### src/rtl/u8d_pkg.sv
// Shared types and constants for the UTF-8 stream decoder.
package u8d_pkg;

    localparam int CP_W       = 21;
    localparam int USED_W     = 3;
    localparam int ACC_W      = 31;
    localparam int APB_ADDR_W = 3;
    localparam int APB_DATA_W = 32;

    localparam logic [CP_W-1:0] REP_RESET = 21'd65533;

    // Register index taken from the upper address bit.
    localparam logic REG_REPLACEMENT = 1'b0;

    localparam logic [ACC_W-1:0] SURR_LO  = 31'h0000D800;
    localparam logic [ACC_W-1:0] SURR_HI  = 31'h0000DFFF;
    localparam logic [ACC_W-1:0] CP_MAX   = 31'h0010FFFF;
    localparam logic [ACC_W-1:0] NONCHAR0 = 31'h0000FFFE;
    localparam logic [ACC_W-1:0] NONCHAR1 = 31'h0000FFFF;

    localparam logic [7:0] OVL_MASK  = 8'hDE;
    localparam logic [7:0] CONT_BITS = 8'h3F;
    localparam logic [7:0] TAG_MASK  = 8'hC0;
    localparam logic [7:0] CONT_TAG  = 8'h80;

    typedef struct packed {
        logic [CP_W-1:0]   code_point;
        logic              was_invalid;
        logic [USED_W-1:0] bytes_used;
        logic              text_done;
    } result_t;

    // Work for one byte: an optional break result, then an optional main result.
    typedef struct packed {
        logic              brk;
        logic [USED_W-1:0] brk_used;
        logic              main_vld;
        result_t           main;
    } job_t;

    typedef struct packed {
        logic empty;
        logic full;
    } q_status_t;

endpackage

### src/rtl/u8d_in_if.sv
// Input byte channel.
interface u8d_in_if;
    logic       valid;
    logic       ready;
    logic [7:0] in_byte;
    logic       end_of_text;

    modport source (output valid, output in_byte, output end_of_text, input ready);
    modport sink (input valid, input in_byte, input end_of_text, output ready);
endinterface

### src/rtl/u8d_out_if.sv
// Decoded character channel.
interface u8d_out_if;
    logic        valid;
    logic        ready;
    logic [20:0] code_point;
    logic        was_invalid;
    logic [2:0]  bytes_used;
    logic        text_done;
    logic        run_last;

    modport source (output valid, output code_point, output was_invalid,
                    output bytes_used, output text_done, output run_last, input ready);
    modport sink (input valid, input code_point, input was_invalid,
                  input bytes_used, input text_done, input run_last, output ready);
endinterface

### src/rtl/u8d_cfg.sv
// APB register block holding the replacement code.
module u8d_cfg
    import u8d_pkg::*;
(
    input  logic                  clk,
    input  logic                  rst_n,
    input  logic                  psel,
    input  logic                  penable,
    input  logic                  pwrite,
    input  logic [APB_ADDR_W-1:0] paddr,
    input  logic [APB_DATA_W-1:0] pwdata,
    output logic [APB_DATA_W-1:0] prdata,
    output logic                  pready,
    output logic [CP_W-1:0]       rep_code
);

    logic [CP_W-1:0] rep_reg;
    logic [CP_W-1:0] rep_next;
    logic            hit;

    assign pready = 1'b1;
    assign hit    = (paddr[APB_ADDR_W-1] == REG_REPLACEMENT);

    always_comb
    begin
        rep_next = rep_reg;
        if (psel && penable && pwrite && hit)
        begin
            rep_next = pwdata[CP_W-1:0];
        end
    end

    always_ff @(posedge clk or negedge rst_n)
    begin
        if (!rst_n)
        begin
            rep_reg <= REP_RESET;
        end
        else
        begin
            rep_reg <= rep_next;
        end
    end

    assign prdata   = hit ? {{(APB_DATA_W-CP_W){1'b0}}, rep_reg} : '0;
    assign rep_code = rep_reg;

endmodule

### src/rtl/u8d_front.sv
// Front end: accepts bytes, tracks the pending sequence and classifies results.
module u8d_front
    import u8d_pkg::*;
(
    input  logic            clk,
    input  logic            rst_n,
    u8d_in_if.sink          in_ch,
    input  logic [CP_W-1:0] rep_code,
    input  q_status_t       q_stat,
    output logic            push,
    output job_t            job
);

    logic [ACC_W-1:0]  acc_reg, acc_next;
    logic [2:0]        left_reg, left_next;
    logic [2:0]        taken_reg, taken_next;
    logic [2:0]        len_reg, len_next;
    logic              minimal_reg, minimal_next;
    logic              overlong_reg, overlong_next;

    logic [7:0]        b;
    logic              eot;
    logic              cont;
    logic              ov;
    logic [7:0]        mask;
    logic [7:0]        bits;
    logic [2:0]        len;
    logic [ACC_W-1:0]  acc_c;
    logic [2:0]        taken_c;
    logic [2:0]        left_c;
    logic              bad;
    logic              accept;

    assign b      = in_ch.in_byte;
    assign eot    = in_ch.end_of_text;
    assign cont   = ((b & TAG_MASK) == CONT_TAG);
    assign accept = in_ch.valid && in_ch.ready;

    assign in_ch.ready = !q_stat.full;

    always_comb
    begin
        acc_next      = acc_reg;
        left_next     = left_reg;
        taken_next    = taken_reg;
        len_next      = len_reg;
        minimal_next  = minimal_reg;
        overlong_next = overlong_reg;
        job           = '0;
        ov            = overlong_reg;
        mask          = 8'hFC;
        bits          = '0;
        len           = 3'd2;
        acc_c         = {acc_reg[ACC_W-7:0], b[5:0]};
        taken_c       = taken_reg + 3'd1;
        left_c        = left_reg - 3'd1;
        bad           = 1'b0;

        if ((left_reg != 3'd0) && cont)
        begin
            // The first byte after a minimal lead must carry enough bits.
            if ((taken_reg == 3'd1) && minimal_reg)
            begin
                case (len_reg)
                    3'd3:    mask = 8'hE0;
                    3'd4:    mask = 8'hF0;
                    3'd5:    mask = 8'hF8;
                    default: mask = 8'hFC;
                endcase
                if ((b & mask) == CONT_TAG)
                begin
                    ov = 1'b1;
                end
            end
            bad = ov || ((acc_c >= SURR_LO) && (acc_c <= SURR_HI))
                  || (acc_c == NONCHAR0) || (acc_c == NONCHAR1) || (acc_c > CP_MAX);
            if (left_c == 3'd0)
            begin
                job.main_vld         = 1'b1;
                job.main.code_point  = bad ? rep_code : acc_c[CP_W-1:0];
                job.main.was_invalid = bad;
                job.main.bytes_used  = taken_c;
                job.main.text_done   = eot;
            end
            else if (eot)
            begin
                job.main_vld         = 1'b1;
                job.main.code_point  = rep_code;
                job.main.was_invalid = 1'b1;
                job.main.bytes_used  = taken_c;
                job.main.text_done   = 1'b1;
            end
            if ((left_c == 3'd0) || eot)
            begin
                acc_next      = '0;
                left_next     = '0;
                taken_next    = '0;
                len_next      = '0;
                minimal_next  = 1'b0;
                overlong_next = 1'b0;
            end
            else
            begin
                acc_next      = acc_c;
                left_next     = left_c;
                taken_next    = taken_c;
                overlong_next = ov;
            end
        end
        else
        begin
            // A byte that breaks a pending sequence ends it, then starts afresh.
            job.brk       = (left_reg != 3'd0);
            job.brk_used  = taken_reg;
            acc_next      = '0;
            left_next     = '0;
            taken_next    = '0;
            len_next      = '0;
            minimal_next  = 1'b0;
            overlong_next = 1'b0;

            if (b < 8'h80)
            begin
                job.main_vld         = 1'b1;
                job.main.code_point  = {{(CP_W-8){1'b0}}, b};
                job.main.was_invalid = 1'b0;
                job.main.bytes_used  = 3'd1;
                job.main.text_done   = eot;
            end
            else if ((b < 8'hC0) || (b >= 8'hFE))
            begin
                job.main_vld         = 1'b1;
                job.main.code_point  = rep_code;
                job.main.was_invalid = 1'b1;
                job.main.bytes_used  = 3'd1;
                job.main.text_done   = eot;
            end
            else
            begin
                if (b >= 8'hFC)
                begin
                    len  = 3'd6;
                    bits = b & 8'h01;
                end
                else if (b >= 8'hF8)
                begin
                    len  = 3'd5;
                    bits = b & 8'h03;
                end
                else if (b >= 8'hF0)
                begin
                    len  = 3'd4;
                    bits = b & 8'h07;
                end
                else if (b >= 8'hE0)
                begin
                    len  = 3'd3;
                    bits = b & 8'h0F;
                end
                else
                begin
                    len  = 3'd2;
                    bits = b & 8'h1F;
                end

                if (eot)
                begin
                    job.main_vld         = 1'b1;
                    job.main.code_point  = rep_code;
                    job.main.was_invalid = 1'b1;
                    job.main.bytes_used  = 3'd1;
                    job.main.text_done   = 1'b1;
                end
                else
                begin
                    acc_next      = {{(ACC_W-8){1'b0}}, bits};
                    len_next      = len;
                    left_next     = len - 3'd1;
                    taken_next    = 3'd1;
                    minimal_next  = b inside {8'hE0, 8'hF0, 8'hF8, 8'hFC};
                    overlong_next = ((b & OVL_MASK) == TAG_MASK);
                end
            end
        end
    end

    assign push = accept && (job.brk || job.main_vld);

    always_ff @(posedge clk or negedge rst_n)
    begin
        if (!rst_n)
        begin
            acc_reg      <= '0;
            left_reg     <= '0;
            taken_reg    <= '0;
            len_reg      <= '0;
            minimal_reg  <= 1'b0;
            overlong_reg <= 1'b0;
        end
        else if (accept)
        begin
            acc_reg      <= acc_next;
            left_reg     <= left_next;
            taken_reg    <= taken_next;
            len_reg      <= len_next;
            minimal_reg  <= minimal_next;
            overlong_reg <= overlong_next;
        end
    end

`ifndef SYNTHESIS
    a_count_sum: assert property (@(posedge clk) disable iff (!rst_n)
        (left_reg != 3'd0) |-> ((taken_reg + left_reg) == len_reg))
        else $error("pending byte counts disagree with the lead length");
    a_idle_clear: assert property (@(posedge clk) disable iff (!rst_n)
        (left_reg == 3'd0) |-> (taken_reg == 3'd0))
        else $error("bytes taken left over with no sequence pending");
`endif

endmodule

### src/rtl/u8d_queue.sv
// Small register queue of per-byte jobs between front and back ends.
module u8d_queue
    import u8d_pkg::*;
#(
    parameter int DEPTH = 4
)
(
    input  logic      clk,
    input  logic      rst_n,
    input  logic      push,
    input  job_t      push_job,
    input  logic      pop,
    output job_t      head,
    output q_status_t q_stat
);

    localparam int PTR_W = $clog2(DEPTH);
    localparam int CNT_W = $clog2(DEPTH + 1);

    job_t             mem [DEPTH];
    logic [PTR_W-1:0] wr_ptr_reg, wr_ptr_next;
    logic [PTR_W-1:0] rd_ptr_reg, rd_ptr_next;
    logic [CNT_W-1:0] count_reg, count_next;

    always_comb
    begin
        wr_ptr_next = wr_ptr_reg;
        rd_ptr_next = rd_ptr_reg;
        count_next  = count_reg;
        if (push)
        begin
            wr_ptr_next = (wr_ptr_reg == PTR_W'(DEPTH - 1)) ? '0 : wr_ptr_reg + 1'b1;
        end
        if (pop)
        begin
            rd_ptr_next = (rd_ptr_reg == PTR_W'(DEPTH - 1)) ? '0 : rd_ptr_reg + 1'b1;
        end
        if (push && !pop)
        begin
            count_next = count_reg + 1'b1;
        end
        else if (pop && !push)
        begin
            count_next = count_reg - 1'b1;
        end
    end

    always_ff @(posedge clk or negedge rst_n)
    begin
        if (!rst_n)
        begin
            wr_ptr_reg <= '0;
            rd_ptr_reg <= '0;
            count_reg  <= '0;
        end
        else
        begin
            wr_ptr_reg <= wr_ptr_next;
            rd_ptr_reg <= rd_ptr_next;
            count_reg  <= count_next;
        end
    end

    always_ff @(posedge clk)
    begin
        if (push)
        begin
            mem[wr_ptr_reg] <= push_job;
        end
    end

    assign head         = mem[rd_ptr_reg];
    assign q_stat.empty = (count_reg == '0);
    assign q_stat.full  = (count_reg == CNT_W'(DEPTH));

`ifndef SYNTHESIS
    a_no_overflow: assert property (@(posedge clk) disable iff (!rst_n)
        q_stat.full |-> !push)
        else $error("job written into a full queue");
    a_no_underflow: assert property (@(posedge clk) disable iff (!rst_n)
        q_stat.empty |-> !pop)
        else $error("job taken from an empty queue");
`endif

endmodule

### src/rtl/u8d_back.sv
// Back end: plays out the one or two results of each queued job.
module u8d_back
    import u8d_pkg::*;
(
    input  logic            clk,
    input  logic            rst_n,
    input  job_t            head,
    input  q_status_t       q_stat,
    input  logic [CP_W-1:0] rep_code,
    output logic            pop,
    u8d_out_if.source       out_ch
);

    logic sub_reg, sub_next;
    logic show_brk;
    logic accept;

    // The break result goes first; the main result follows on the next beat.
    assign show_brk = head.brk && !sub_reg;
    assign accept   = out_ch.valid && out_ch.ready;

    assign out_ch.valid       = !q_stat.empty;
    assign out_ch.code_point  = show_brk ? rep_code : head.main.code_point;
    assign out_ch.was_invalid = show_brk ? 1'b1 : head.main.was_invalid;
    assign out_ch.bytes_used  = show_brk ? head.brk_used : head.main.bytes_used;
    assign out_ch.text_done   = show_brk ? 1'b0 : head.main.text_done;
    assign out_ch.run_last    = show_brk ? !head.main_vld : 1'b1;

    always_comb
    begin
        sub_next = sub_reg;
        pop      = 1'b0;
        if (accept)
        begin
            if (show_brk && head.main_vld)
            begin
                sub_next = 1'b1;
            end
            else
            begin
                sub_next = 1'b0;
                pop      = 1'b1;
            end
        end
    end

    always_ff @(posedge clk or negedge rst_n)
    begin
        if (!rst_n)
        begin
            sub_reg <= 1'b0;
        end
        else
        begin
            sub_reg <= sub_next;
        end
    end

`ifndef SYNTHESIS
    a_second_beat: assert property (@(posedge clk) disable iff (!rst_n)
        sub_reg |-> (!q_stat.empty && head.brk && head.main_vld))
        else $error("second beat pending without a two-result job");
`endif

endmodule

### src/rtl/utf8_stream_decoder_core.sv
// Top level of the UTF-8 stream decoder.
//
//  Channel  Dir  Handshake           Beat
//  in_ch    in   valid/ready         one raw byte with end-of-text mark
//  out_ch   out  valid/ready         one decoded character or replacement
//  APB      in   psel/penable/pwrite replacement code register at addresses 0 to 3
//
// One byte is accepted per cycle while the job queue has room.
// A byte that breaks a pending sequence and also yields its own character
// takes two output beats; the single output port sets that rate.
// Bytes that only extend a sequence produce no beat.
// Reset is asynchronous and active low; the block is ready right after it.
// A stalled output fills the job queue, after which input ready drops.
module utf8_stream_decoder_core
    import u8d_pkg::*;
#(
    parameter int QUEUE_DEPTH = 4
)
(
    input  logic                  clk,
    input  logic                  rst_n,
    u8d_in_if.sink                in_ch,
    u8d_out_if.source             out_ch,
    input  logic                  psel,
    input  logic                  penable,
    input  logic                  pwrite,
    input  logic [APB_ADDR_W-1:0] paddr,
    input  logic [APB_DATA_W-1:0] pwdata,
    output logic [APB_DATA_W-1:0] prdata,
    output logic                  pready
);

    logic [CP_W-1:0] rep_code;
    q_status_t       q_stat;
    logic            push;
    logic            pop;
    job_t            push_job;
    job_t            head;

    u8d_cfg u_cfg (
        .clk      (clk),
        .rst_n    (rst_n),
        .psel     (psel),
        .penable  (penable),
        .pwrite   (pwrite),
        .paddr    (paddr),
        .pwdata   (pwdata),
        .prdata   (prdata),
        .pready   (pready),
        .rep_code (rep_code)
    );

    u8d_front u_front (
        .clk      (clk),
        .rst_n    (rst_n),
        .in_ch    (in_ch),
        .rep_code (rep_code),
        .q_stat   (q_stat),
        .push     (push),
        .job      (push_job)
    );

    u8d_queue #(
        .DEPTH (QUEUE_DEPTH)
    ) u_queue (
        .clk      (clk),
        .rst_n    (rst_n),
        .push     (push),
        .push_job (push_job),
        .pop      (pop),
        .head     (head),
        .q_stat   (q_stat)
    );

    u8d_back u_back (
        .clk      (clk),
        .rst_n    (rst_n),
        .head     (head),
        .q_stat   (q_stat),
        .rep_code (rep_code),
        .pop      (pop),
        .out_ch   (out_ch)
    );

endmodule
### src/flat_wrapper.sv
// flat-port wrapper written by rule: the top's interface ports become plain ports
module utf8_stream_decoder_core_flat import u8d_pkg::*;
#(
    parameter int QUEUE_DEPTH = 4
)
  (clk, rst_n, psel, penable, pwrite, paddr, pwdata, prdata, pready, in_ch_valid, in_ch_in_byte, in_ch_end_of_text, in_ch_ready, out_ch_valid, out_ch_code_point, out_ch_was_invalid, out_ch_bytes_used, out_ch_text_done, out_ch_run_last, out_ch_ready);
  u8d_in_if in_ch_i ();
  u8d_out_if out_ch_i ();
  input  logic clk;
  input  logic rst_n;
  input  logic psel;
  input  logic penable;
  input  logic pwrite;
  input  logic [APB_ADDR_W-1:0] paddr;
  input  logic [APB_DATA_W-1:0] pwdata;
  output logic [APB_DATA_W-1:0] prdata;
  output logic pready;
  input wire logic [$bits(in_ch_i.valid)-1:0] in_ch_valid;
  input wire logic [$bits(in_ch_i.in_byte)-1:0] in_ch_in_byte;
  input wire logic [$bits(in_ch_i.end_of_text)-1:0] in_ch_end_of_text;
  output wire logic [$bits(in_ch_i.ready)-1:0] in_ch_ready;
  output wire logic [$bits(out_ch_i.valid)-1:0] out_ch_valid;
  output wire logic [$bits(out_ch_i.code_point)-1:0] out_ch_code_point;
  output wire logic [$bits(out_ch_i.was_invalid)-1:0] out_ch_was_invalid;
  output wire logic [$bits(out_ch_i.bytes_used)-1:0] out_ch_bytes_used;
  output wire logic [$bits(out_ch_i.text_done)-1:0] out_ch_text_done;
  output wire logic [$bits(out_ch_i.run_last)-1:0] out_ch_run_last;
  input wire logic [$bits(out_ch_i.ready)-1:0] out_ch_ready;
  assign in_ch_i.valid = in_ch_valid;
  assign in_ch_i.in_byte = in_ch_in_byte;
  assign in_ch_i.end_of_text = in_ch_end_of_text;
  assign in_ch_ready = in_ch_i.ready;
  assign out_ch_valid = out_ch_i.valid;
  assign out_ch_code_point = out_ch_i.code_point;
  assign out_ch_was_invalid = out_ch_i.was_invalid;
  assign out_ch_bytes_used = out_ch_i.bytes_used;
  assign out_ch_text_done = out_ch_i.text_done;
  assign out_ch_run_last = out_ch_i.run_last;
  assign out_ch_i.ready = out_ch_ready;
  utf8_stream_decoder_core #(.QUEUE_DEPTH(QUEUE_DEPTH)) u_core (.clk(clk), .rst_n(rst_n), .in_ch(in_ch_i), .out_ch(out_ch_i), .psel(psel), .penable(penable), .pwrite(pwrite), .paddr(paddr), .pwdata(pwdata), .prdata(prdata), .pready(pready));
endmodule
### config.mk
export PLATFORM = sky130hd
export DESIGN_NAME = utf8_stream_decoder_core_flat
export DESIGN_NICKNAME = d
export VERILOG_FILES = /design/src/rtl/u8d_pkg.sv /design/src/rtl/u8d_in_if.sv /design/src/rtl/u8d_out_if.sv /design/src/rtl/u8d_cfg.sv /design/src/rtl/u8d_front.sv /design/src/rtl/u8d_queue.sv /design/src/rtl/u8d_back.sv /design/src/rtl/utf8_stream_decoder_core.sv /design/src/flat_wrapper.sv
export SDC_FILE = /design/constraint.sdc
export NUM_CORES = 1
export LEC_CHECK = 0
export BUFFER_PORTS_ARGS = -buffer_cell sky130_fd_sc_hd__clkbuf_2
export CORE_MARGIN = 2
export CORE_UTILIZATION = 58
export CTS_CLUSTER_DIAMETER = 50
export CTS_CLUSTER_SIZE = 40
export DETAILED_ROUTE_END_ITERATION = 6
export PLACE_DENSITY = 0.78
export SLEW_MARGIN = 20
export SYNTH_ARGS = -nofsm -noshare
export SYNTH_HDL_FRONTEND = slang
export SYNTH_SLANG_ARGS = --single-unit
### constraint.sdc
create_clock -name clk -period 3.3 [get_ports clk]
set_input_delay 0.165 -clock clk [delete_from_list [all_inputs] [get_ports clk]]
set_output_delay 0.165 -clock clk [all_outputs]
set_load 0.005 [all_outputs]
Yosys cells after proc, flatten, opt, wreduce, memory -nomap -nowiden
Memory sizes are Yosys's and may differ from the RTL's.
Cells that the tools add are included.
{"block": "word_totals", "reg_bits": 65, "mem_bits_rw": 124, "inputBits": 51, "output_inout_bits": 62, "elab_cells": 150, "memories": 1}
{"memory": "u_core.u_queue.mem", "words": 4, "word_bits": 31, "rd": 1, "rd_clocked_by_memory_dff": 0, "wr": 1, "line_no": "u8d_queue.sv:20", "rtl": "job_t mem [DEPTH];"}
{"block": "op_classes", "addsub": 7, "magnitude_cmp": 10, "eq_ne": 17, "muxes": 70, "bitwise": 2, "reduce_logical": 32}
{"operator": "27-bit 2-to-1 mux", "n": 6}
{"operator": "21-bit 2-to-1 mux", "n": 3}
{"operator": "3-bit 2-to-1 mux", "n": 21}
{"operator": "31-bit by 16-bit == test with 1-bit output, second input constant", "n": 2}
{"operator": "25-bit 2-to-1 mux", "n": 2}
{"operator": "8-bit == test, second input constant", "n": 5}
{"operator": "8-bit >= comparator, second input constant", "n": 5}
{"operator": "8-bit 2-to-1 mux", "n": 5}
{"operator": "31-bit by 16-bit >= comparator with 1-bit output, second input constant", "n": 1}
{"operator": "31-bit by 21-bit > comparator with 1-bit output, second input constant", "n": 1}
{"operator": "31-bit by 16-bit <= comparator with 1-bit output, second input constant", "n": 1}
{"operator": "1-bit 2-to-1 mux", "n": 25}
{"operator": "5-bit 2-to-1 mux", "n": 4}
{"operator": "8-bit < comparator, second input constant", "n": 2}
{"operator": "5-bit case mux with 3 select lines", "n": 1}
{"operator": "1-bit logical AND", "n": 13}
{"operator": "3-bit == test, second input constant", "n": 3}
{"operator": "3-bit by 1-bit subtractor with 3-bit output, second input constant", "n": 3}
{"operator": "8-bit AND", "n": 1}
{"operator": "1-bit logical OR", "n": 7}
{"operator": "3-bit by 1-bit adder with 3-bit output, second input constant", "n": 2}
{"operator": "2-bit == test, second input constant", "n": 3}
{"operator": "6-bit == test, second input constant", "n": 1}
{"operator": "1-bit zero test", "n": 6}
{"operator": "12 further kinds", "n": 15}

Logic depth before layout (Yosys ltp)
Gate-level depths: netlist of run 1.
{"block": "logic_depth", "word_depth": 22, "mapped_depth": 15, "mapped_depth_nobuf": 13}

Cells and area by module
Synthesis of run 1 repeated with hierarchy kept, for this count alone.
{"block": "hier_totals", "hier_cells": 635, "hier_area_um2": 9252.6}
{"mod": "u8d_queue", "n_inst": 1, "cells_per_inst": 199, "area_per_inst_um2": 4932.2, "seq_area_each_um2": 3898.7}
{"mod": "u8d_front", "n_inst": 1, "cells_per_inst": 316, "area_per_inst_um2": 2698.8, "seq_area_each_um2": 900.9}
{"mod": "u8d_cfg", "n_inst": 1, "cells_per_inst": 82, "area_per_inst_um2": 1138.6, "seq_area_each_um2": 544.3}
{"mod": "u8d_back", "n_inst": 1, "cells_per_inst": 38, "area_per_inst_um2": 483.0, "seq_area_each_um2": 25.0}

Worst setup path after synthesis of run 1
No wires, ideal clock.
{"block": "synth_timing", "path_type": "register to register", "from": "reg u_core.u_front.left_reg[0]", "to": "reg u_core.u_queue.count_reg[1]", "t_arrival_ns": 2.905, "path_slack_ns": 0.270, "path_stages_with_launch": 14, "period_less_slack_ns": 3.030, "cell_sequence": "dfrtp_1 -> inv_1 -> ha_1 -> ha_1 -> or3b_1 -> buf_2 -> or3_1 -> buf_4 -> a21oi_2 -> nor2_2 -> ha_1 -> inv_1 -> fa_1 -> mux2_2"}
{"element": "start, declared", "line_no": "u8d_front.sv:15", "rtl": "logic [2:0] left_reg, left_next;"}
{"element": "start signal, assigned", "line_no": "u8d_front.sv:203", "rtl": "left_reg <= left_next;"}
{"element": "3-bit by 1-bit subtractor with 3-bit output", "line_no": "u8d_front.sv:56", "rtl": "left_c = left_reg - 3'd1;"}
{"element": "3-bit zero test", "line_no": "u8d_front.sv:77", "rtl": "if (left_c == 3'd0)"}
{"element": "27-bit 2-to-1 mux", "line_no": "u8d_front.sv:77"}
{"element": "27-bit 2-to-1 mux", "line_no": "u8d_front.sv:59", "rtl": "if ((left_reg != 3'd0) && cont)"}
{"element": "1-bit logical OR (*)", "line_no": "u8d_front.sv:187", "rtl": "assign push = accept && (job.brk || job.main_vld);"}
{"element": "1-bit logical AND (*)", "line_no": "u8d_front.sv:187"}
{"element": "net u_core.push", "line_no": "utf8_stream_decoder_core.sv:35", "rtl": "logic push;"}
{"element": "1-bit logical AND (*)", "line_no": "u8d_queue.sv:38", "rtl": "if (push && !pop)"}
{"element": "3-bit 2-to-1 mux (*)", "line_no": "u8d_queue.sv:38"}
{"element": "net u_core.u_queue.count_next[1]", "line_no": "u8d_queue.sv:23", "rtl": "logic [CNT_W-1:0] count_reg, count_next;"}
{"element": "end signal, assigned", "line_no": "u8d_queue.sv:60", "rtl": "count_reg <= count_next;"}
{"element": "end, declared", "line_no": "u8d_queue.sv:23"}
The timed path passes the listed nets; every way through them passes the cells marked *.
A chain may end at the register's enable or synchronous reset.

Final worst setup path of run 1
{"block": "layout_timing", "from": "reg u_core.u_queue.rd_ptr_reg[0]", "to": "out out_ch_bytes_used[0]"}
{"block": "layout_between", "elab_chain_cells": 3}
{"element": "start, declared", "line_no": "u8d_queue.sv:22", "rtl": "logic [PTR_W-1:0] rd_ptr_reg, rd_ptr_next;"}
{"element": "start signal, assigned", "line_no": "u8d_queue.sv:59", "rtl": "rd_ptr_reg <= rd_ptr_next;"}
{"element": "memory 4 x 31 bit (*)"}
{"element": "1-bit logical AND", "line_no": "u8d_back.sv:19", "rtl": "assign show_brk = head.brk && !sub_reg;"}
{"element": "3-bit 2-to-1 mux (*)", "line_no": "u8d_back.sv:25", "rtl": "assign out_ch.bytes_used = show_brk ? head.brk_used : head.main.bytes_used;"}
{"element": "end, declared", "line_no": "flat_wrapper.sv:25", "rtl": "output wire logic [$bits(out_ch_i.bytes_used)-1:0] out_ch_bytes_used;"}
Every way passes the cells marked *; elsewhere a longest branch is shown, timed or not.

==> metrics.yaml, run 1 <==
status: "finished clean"
die_x_um: 127
synth_most_common_cell: "edfxtp_1"
nets: 842
seq_area_frac_synth_pct: 61.3
cts_root_buf: "clkbuf_16"
drv_cap: 0
h-tree-depth: 4
start_util_pct: 59.8
synth_area_leaders: "edfxtp_1 43%, dfrtp_1 14%, mux4_2 8.0%, dfstp_2 4.5%, mux2_2 4.4%"
area_growth_pct: 14.8
die_area_um2: 16100
clock_skew_ns: 0.0110
power.leakage_nw: 3.98
maxClockFrequency_mhz: 327
ys_ff_latch: 189
rsz0062_at_grt: "false"
relSlewSlack_pct: 45.9
largest_reg_flops: 124
post-cts-setup-buffer-count: 0
drtAntennaViolNets: 0
dpl.hpwl_um: 12800
yosysTopAreaCell: "edfxtp_1"
dp.cells: 921
crit_top_cell: "mux4_2"
numPortBuffers: 87
drive_gt1_share_pct: 27.3
cts-buffers-inserted: 17
clkSlewWorstSetupHoldPaths_ns: 0.06
clk_latency_ns: 0.43
period_minus_slack_ns: 3.05
rows: 44
setup_tns_ns: 0
cts_tree: "built"
grt_max_degree: 44
grt_pass1_vias: 5871
crit_fanout: 43
slowest_delay_ns: 0.57
routabilityCongestion: 0.905
arrival_ns: 2.89
avgSynthCellArea_um2: 13.0
critPathSlowestCell: "mux4_2"
clock_path_buffers: 2
synth_edf_count: 124
yosys_warnings: 0
die_h_um: 127
antenna_found_initial: 0
drv_slew: 0
vias: 5904
async_flop_share_pct: 34.4
viasPerCell: 6.06
track_usage_pct: 25.5
syn_area_um2: 8750
cts-resized-gates: 0
power_density_nw_per_um2: 769
worst_pin_slew_ns: 0.812
peakVddDrop_mv: 0.516
crit_path_end_kind: "output pin"
path_delay_family: "multiplexers"
dr.pass1.iters: 5
synth_cells: 675
final_cell_count_no_fill: 974
fin_crit_sh_pct: 92.5
required_ns: 3.13
drc: 0
clkSinkCount: 189
routedWlPerCell_um: 20.4
synth_top_flop_cell: "edfxtp_1"
hold_viol: 0
io_pins: 113
hold_path.class: "in -> reg"
cp-start-kind: "flop"
coreArea_um2: 14600
synth_top_cell_area_share_pct: 42.5
ys_types: 55
holdBufCountCts: 22
synthTopCellsByCount: "124 x edfxtp_1, 96 x nand2_1, 50 x dfrtp_1, 34 x mux2_2"
timing.critical_path.buf_inv: 2
totalWireLength_um: 19900
grt_remaining_overflow: 0
setup_viol: 0
drt_first_iter_violations: 752
n_antenna_cell: 0
critical_path_class: "reg -> out"
grt_pass1_wl_um: 30900
cp_cell_sequence: "mux4_2 > nand2b_2 > buf_4 > mux4_2 > mux2_2 > clkbuf_2"
[cell type report]
class                      instances  area, um^2
fill                             998        4590
tap                              184         230
multi-input combinational        414        3070
clock buffer                      23         448
inverter                          30         113
sequential                       189        5370
clock inverter                     8        43.8
timing repair buffer             126         783
[final timing paths]
kind / from / end / slack [ns] / cells after the start
setup / recovery: u_core.u_queue.rd_ptr_reg[0]$_DFFE_PN0P_ / out_ch_bytes_used[0] / 0.25 / 6
hold / removal: in_ch_in_byte[0] / u_core.u_front.acc_reg[0]$_DFFE_PN0P_ / 0.03 / 3
setup reg to reg: u_core.u_front.left_reg[0]$_DFFE_PN0P_ / u_core.u_queue.count_reg[1]$_DFFE_PN0P_ / 0.32 / 11
hold reg to reg: u_core.u_front.acc_reg[24]$_DFFE_PN0P_ / u_core.u_front.acc_reg[24]$_DFFE_PN0P_ / 0.47 / 2
max in group asynchronous: rst_n / u_core.u_cfg.rep_code[3]$_DFFE_PN1P_ / 1.94 / 3
min in group asynchronous: rst_n / u_core.u_front.acc_reg[18]$_DFFE_PN0P_ / 0.35 / 2
[kinds of logic after synthesis]
family	synth area share, %
buffers and inverters	4.26
AND/OR/NAND/NOR	12.8
multiplexers	12.7
XOR/XNOR	0.500
AO/OA/AOI/OAI	6.40
adder cells (fa/ha/maj)	1.94
flip-flops	61.3
other	0.0858
[power breakdown]
part,total [mW],internal (mW),switching (mW)
Clock,1.76,0.949,0.807
Combinational,2.64,1.21,1.43
Sequential,3.33,3.11,0.220
Total,7.73,5.27,2.46
[cells in the final DEF (no fill, tap or decap), types with 15 or more instances in the layout]
master,count
mux4_2,31
nor2_1,31
buf_4,17
nand3_1,25
dfrtp_1,49
inv_1,30
nand4_1,16
clkbuf_16,17
mux2_2,34
nand2_1,96
dlygate4sd3_1,22
nor2b_1,15
edfxtp_1,124
clkbuf_2,86
dfstp_2,15
o21ai_0,30
o211ai_1,21
[metrics by stage]
stage	util, %	total power [mW]	worst slack [ns]	hold WS, ns	area (um^2)
finish	68.7	7.73	0.246	0.0314	10100
global route	68.7	8.12	0.0983	0.0625	10100
CTS	68.6	7.77	0.188	0.0277	10000
detailed placement	63.8	6.00	0.331	0.297	9340
global placement	63.8	5.87	0.424	0.278	9340
floorplan	-	5.08	0.270	-0.131	8790
[layer usage]
layer	GRT usage [%]	part of all wire [%]
met1	33.7	41
met2	42.9	51
met3	4.64	5.8
met4	9.50	2.4
met5	0	0
[worst reg2reg max path: stages (launching register included)]
cell,delay (ns)
dfrtp_1,0.37
inv_1,0.06
ha_1,0.21
ha_1,0.24
or3b_1,0.37
or3_1,0.40
a21oi_2,0.16
nor2_2,0.09
ha_1,0.21
inv_1,0.07
fa_1,0.40
mux2_2,0.27
(Power assumes the default switching activity.)
==> inputs of run 2 (changes only) <==
Settings changed: BUFFER_PORTS_ARGS -buffer_cell sky130_fd_sc_hd__clkbuf_2 to -buffer_cell sky130_fd_sc_hd__buf_4, TNS_END_PERCENT set to 20.
==> metrics.yaml, run 2 (synthesized netlist as in run 1, its figures left out) <==
maxClockFrequency_mhz: 323  # -1.4%
rsz0062_at_grt: "false"
numPortBuffers: 87  # unchanged
die_h_um: 127  # unchanged
start_util_pct: 59.8  # unchanged
hold_path.class: "in -> reg"
dr.pass1.iters: 6  # +1
grt_max_degree: 66  # +50%
rows: 44  # unchanged
status: "finished clean"
drive_gt1_share_pct: 27.8  # +0.44 points
routedWlPerCell_um: 20.9  # +2.6%
clkSlewWorstSetupHoldPaths_ns: 0.07  # about the same
io_pins: 113  # unchanged
n_antenna_cell: 0  # unchanged
required_ns: 3.13  # about the same
hold_viol: 0  # unchanged
rr_worst_depth: 11  # unchanged
setup_tns_ns: 0  # unchanged
hold_depth: 3  # unchanged
routabilityCongestion: 0.865  # -4.4%
drtAntennaViolNets: 0  # unchanged
total_power_mw: 8.19  # +5.9%
cts-resized-gates: 0  # unchanged
dpl.hpwl_um: 12900  # +1.1%
totalWireLength_um: 20400  # +2.8%
period_minus_slack_ns: 3.10  # +0.0422 ns
die_x_um: 127  # unchanged
clock_path_buffers: 2  # unchanged
cts_root_buf: "clkbuf_16"
multi_input_area_um2: 3070  # unchanged
fill_cells: 973  # -2.5%
cts_tree: "built"
clock_skew_ns: 0.00979  # -0.00122 ns
cp-start-kind: "flop"
nets: 843  # +0.12%
grt_pass1_wl_um: 32000  # +3.4%
power.leakage_nw: 4.08  # +2.4%
area_growth_pct: 18.4
drv_cap: 0  # unchanged
die_area_um2: 16100  # unchanged
fin_crit_sh_pct: 93.8  # +1.3 points
peakVddDrop_mv: 0.482  # -6.5%
grt_pass1_vias: 5997  # +2.1%
regArea_um2: 5370  # unchanged
track_usage_pct: 26.4  # +0.88 points
viasPerCell: 6.11  # +0.74%
worst_pin_slew_ns: 0.906  # +0.0938 ns
critical_path_class: "reg -> out"
mostFrequentLayoutCells: "124 x edfxtp_1, 103 x buf_4, 96 x nand2_1"
antenna_found_initial: 0  # unchanged
r2r_start: "u_core.u_front.left_reg[0]$_DFFE_PN0P_"
largest_reg_flops: 124  # unchanged
crit_fanout: 43  # unchanged
hold_start: "in_ch_in_byte[5]"
drv_slew: 0  # unchanged
h-tree-depth: 4  # unchanged
vias: 5960  # +0.95%
coreArea_um2: 14600  # unchanged
mostFrequentLayoutCell: "edfxtp_1"
relSlewSlack_pct: 39.6  # -6.3 points
grt_remaining_overflow: 0  # unchanged
cts-buffers-inserted: 17  # unchanged
whs_ns: 0.0355  # +0.00414 ns
worstReg2RegEnd: "u_core.u_queue.count_reg[1]$_DFFE_PN0P_"
power_density_nw_per_um2: 790  # +2.8%
clk_latency_ns: 0.44  # about the same
r2r_setup_slack_ns: 0.25  # -0.07 ns
setup_viol: 0  # unchanged
crit_path_end_kind: "output pin"
drc: 0  # unchanged
hold_end: "u_core.u_front.acc_reg[5]$_DFFE_PN0P_"
fin_util_pct: 70.8  # +2.1 points
arrival_ns: 2.93  # +0.04 ns
drt_first_iter_violations: 617  # -18%
clkSinkCount: 189  # unchanged
-- run 2: report_power, final --
part	switching, mW	leakage (nW)	total, mW	internal [mW]
logic	1.44	1.83	2.85	1.41
registers	0.225	1.97	3.33	3.11
clock network	0.857	0.275	2.00	1.14
-- run 2: repair_timing --
| action | 4_1_cts | 5_1_grt |
|---|---|---|
| endpoints found under the setup margin | 0 | 0 |
| hold endpoints to repair | 73 | 0 |
| setup buffers | 0 | 0 |
| hold buffers | 24 | 0 |
-- run 2: cell type report --
type                       instances  share of cell area, %
inverter                          30                   1.09
multi-input combinational        414                   29.6
sequential                       189                   51.8
clock buffer                      20                   4.41
clock inverter                    12                   1.13
tap                              184                   2.22
timing repair buffer             127                   9.78
-- run 2: metrics by stage --
stage	instance area, um^2	std cells	setup slack (ns)
2_1_floorplan	8790	685	0.270
3_3_place_gp	9550	920	0.422
3_5_place_dp	9550	920	0.257
4_1_cts	10400	976	0.157
5_1_grt	10400	976	0.0715
6_report	10400	976	0.204
-- run 2: how the worst max path moves through the flow --
stage                                        startpoint                                      end  slack, ns  cells past startpoint
2_1_floorplan    u_core.u_front.left_reg[0]$_DFFE_PN0P_  u_core.u_queue.count_reg[1]$_DFFE_PN0P_       0.27                     13
3_3_place_gp     u_core.u_front.left_reg[0]$_DFFE_PN0P_  u_core.u_queue.count_reg[1]$_DFFE_PN0P_       0.42                     11
3_5_place_dp     u_core.u_front.left_reg[0]$_DFFE_PN0P_  u_core.u_queue.count_reg[1]$_DFFE_PN0P_       0.26                     11
4_1_cts        u_core.u_queue.rd_ptr_reg[0]$_DFFE_PN0P_                     out_ch_bytes_used[0]       0.16                      6
5_1_grt        u_core.u_queue.rd_ptr_reg[0]$_DFFE_PN0P_                     out_ch_bytes_used[0]       0.07                      6
6_report       u_core.u_queue.rd_ptr_reg[0]$_DFFE_PN0P_                     out_ch_bytes_used[2]       0.20                      6
-- run 2: per-layer routing --
metal	track usage, %	part of all wire [%]	vias up
li1	-	-	2666
met1	34.6	41	2970
met2	43.2	50	279
met3	5.15	6.2	45
met4	12.1	2.7	0
met5	0	0	-
-- run 2: worst max-delay path: stages (launching register included) --
cell and delay (ns):
dfrtp_2 0.44, mux4_2 0.52, nand2b_2 0.09, buf_4 0.43, mux4_2 0.57, mux2_2 0.27, buf_4 0.13
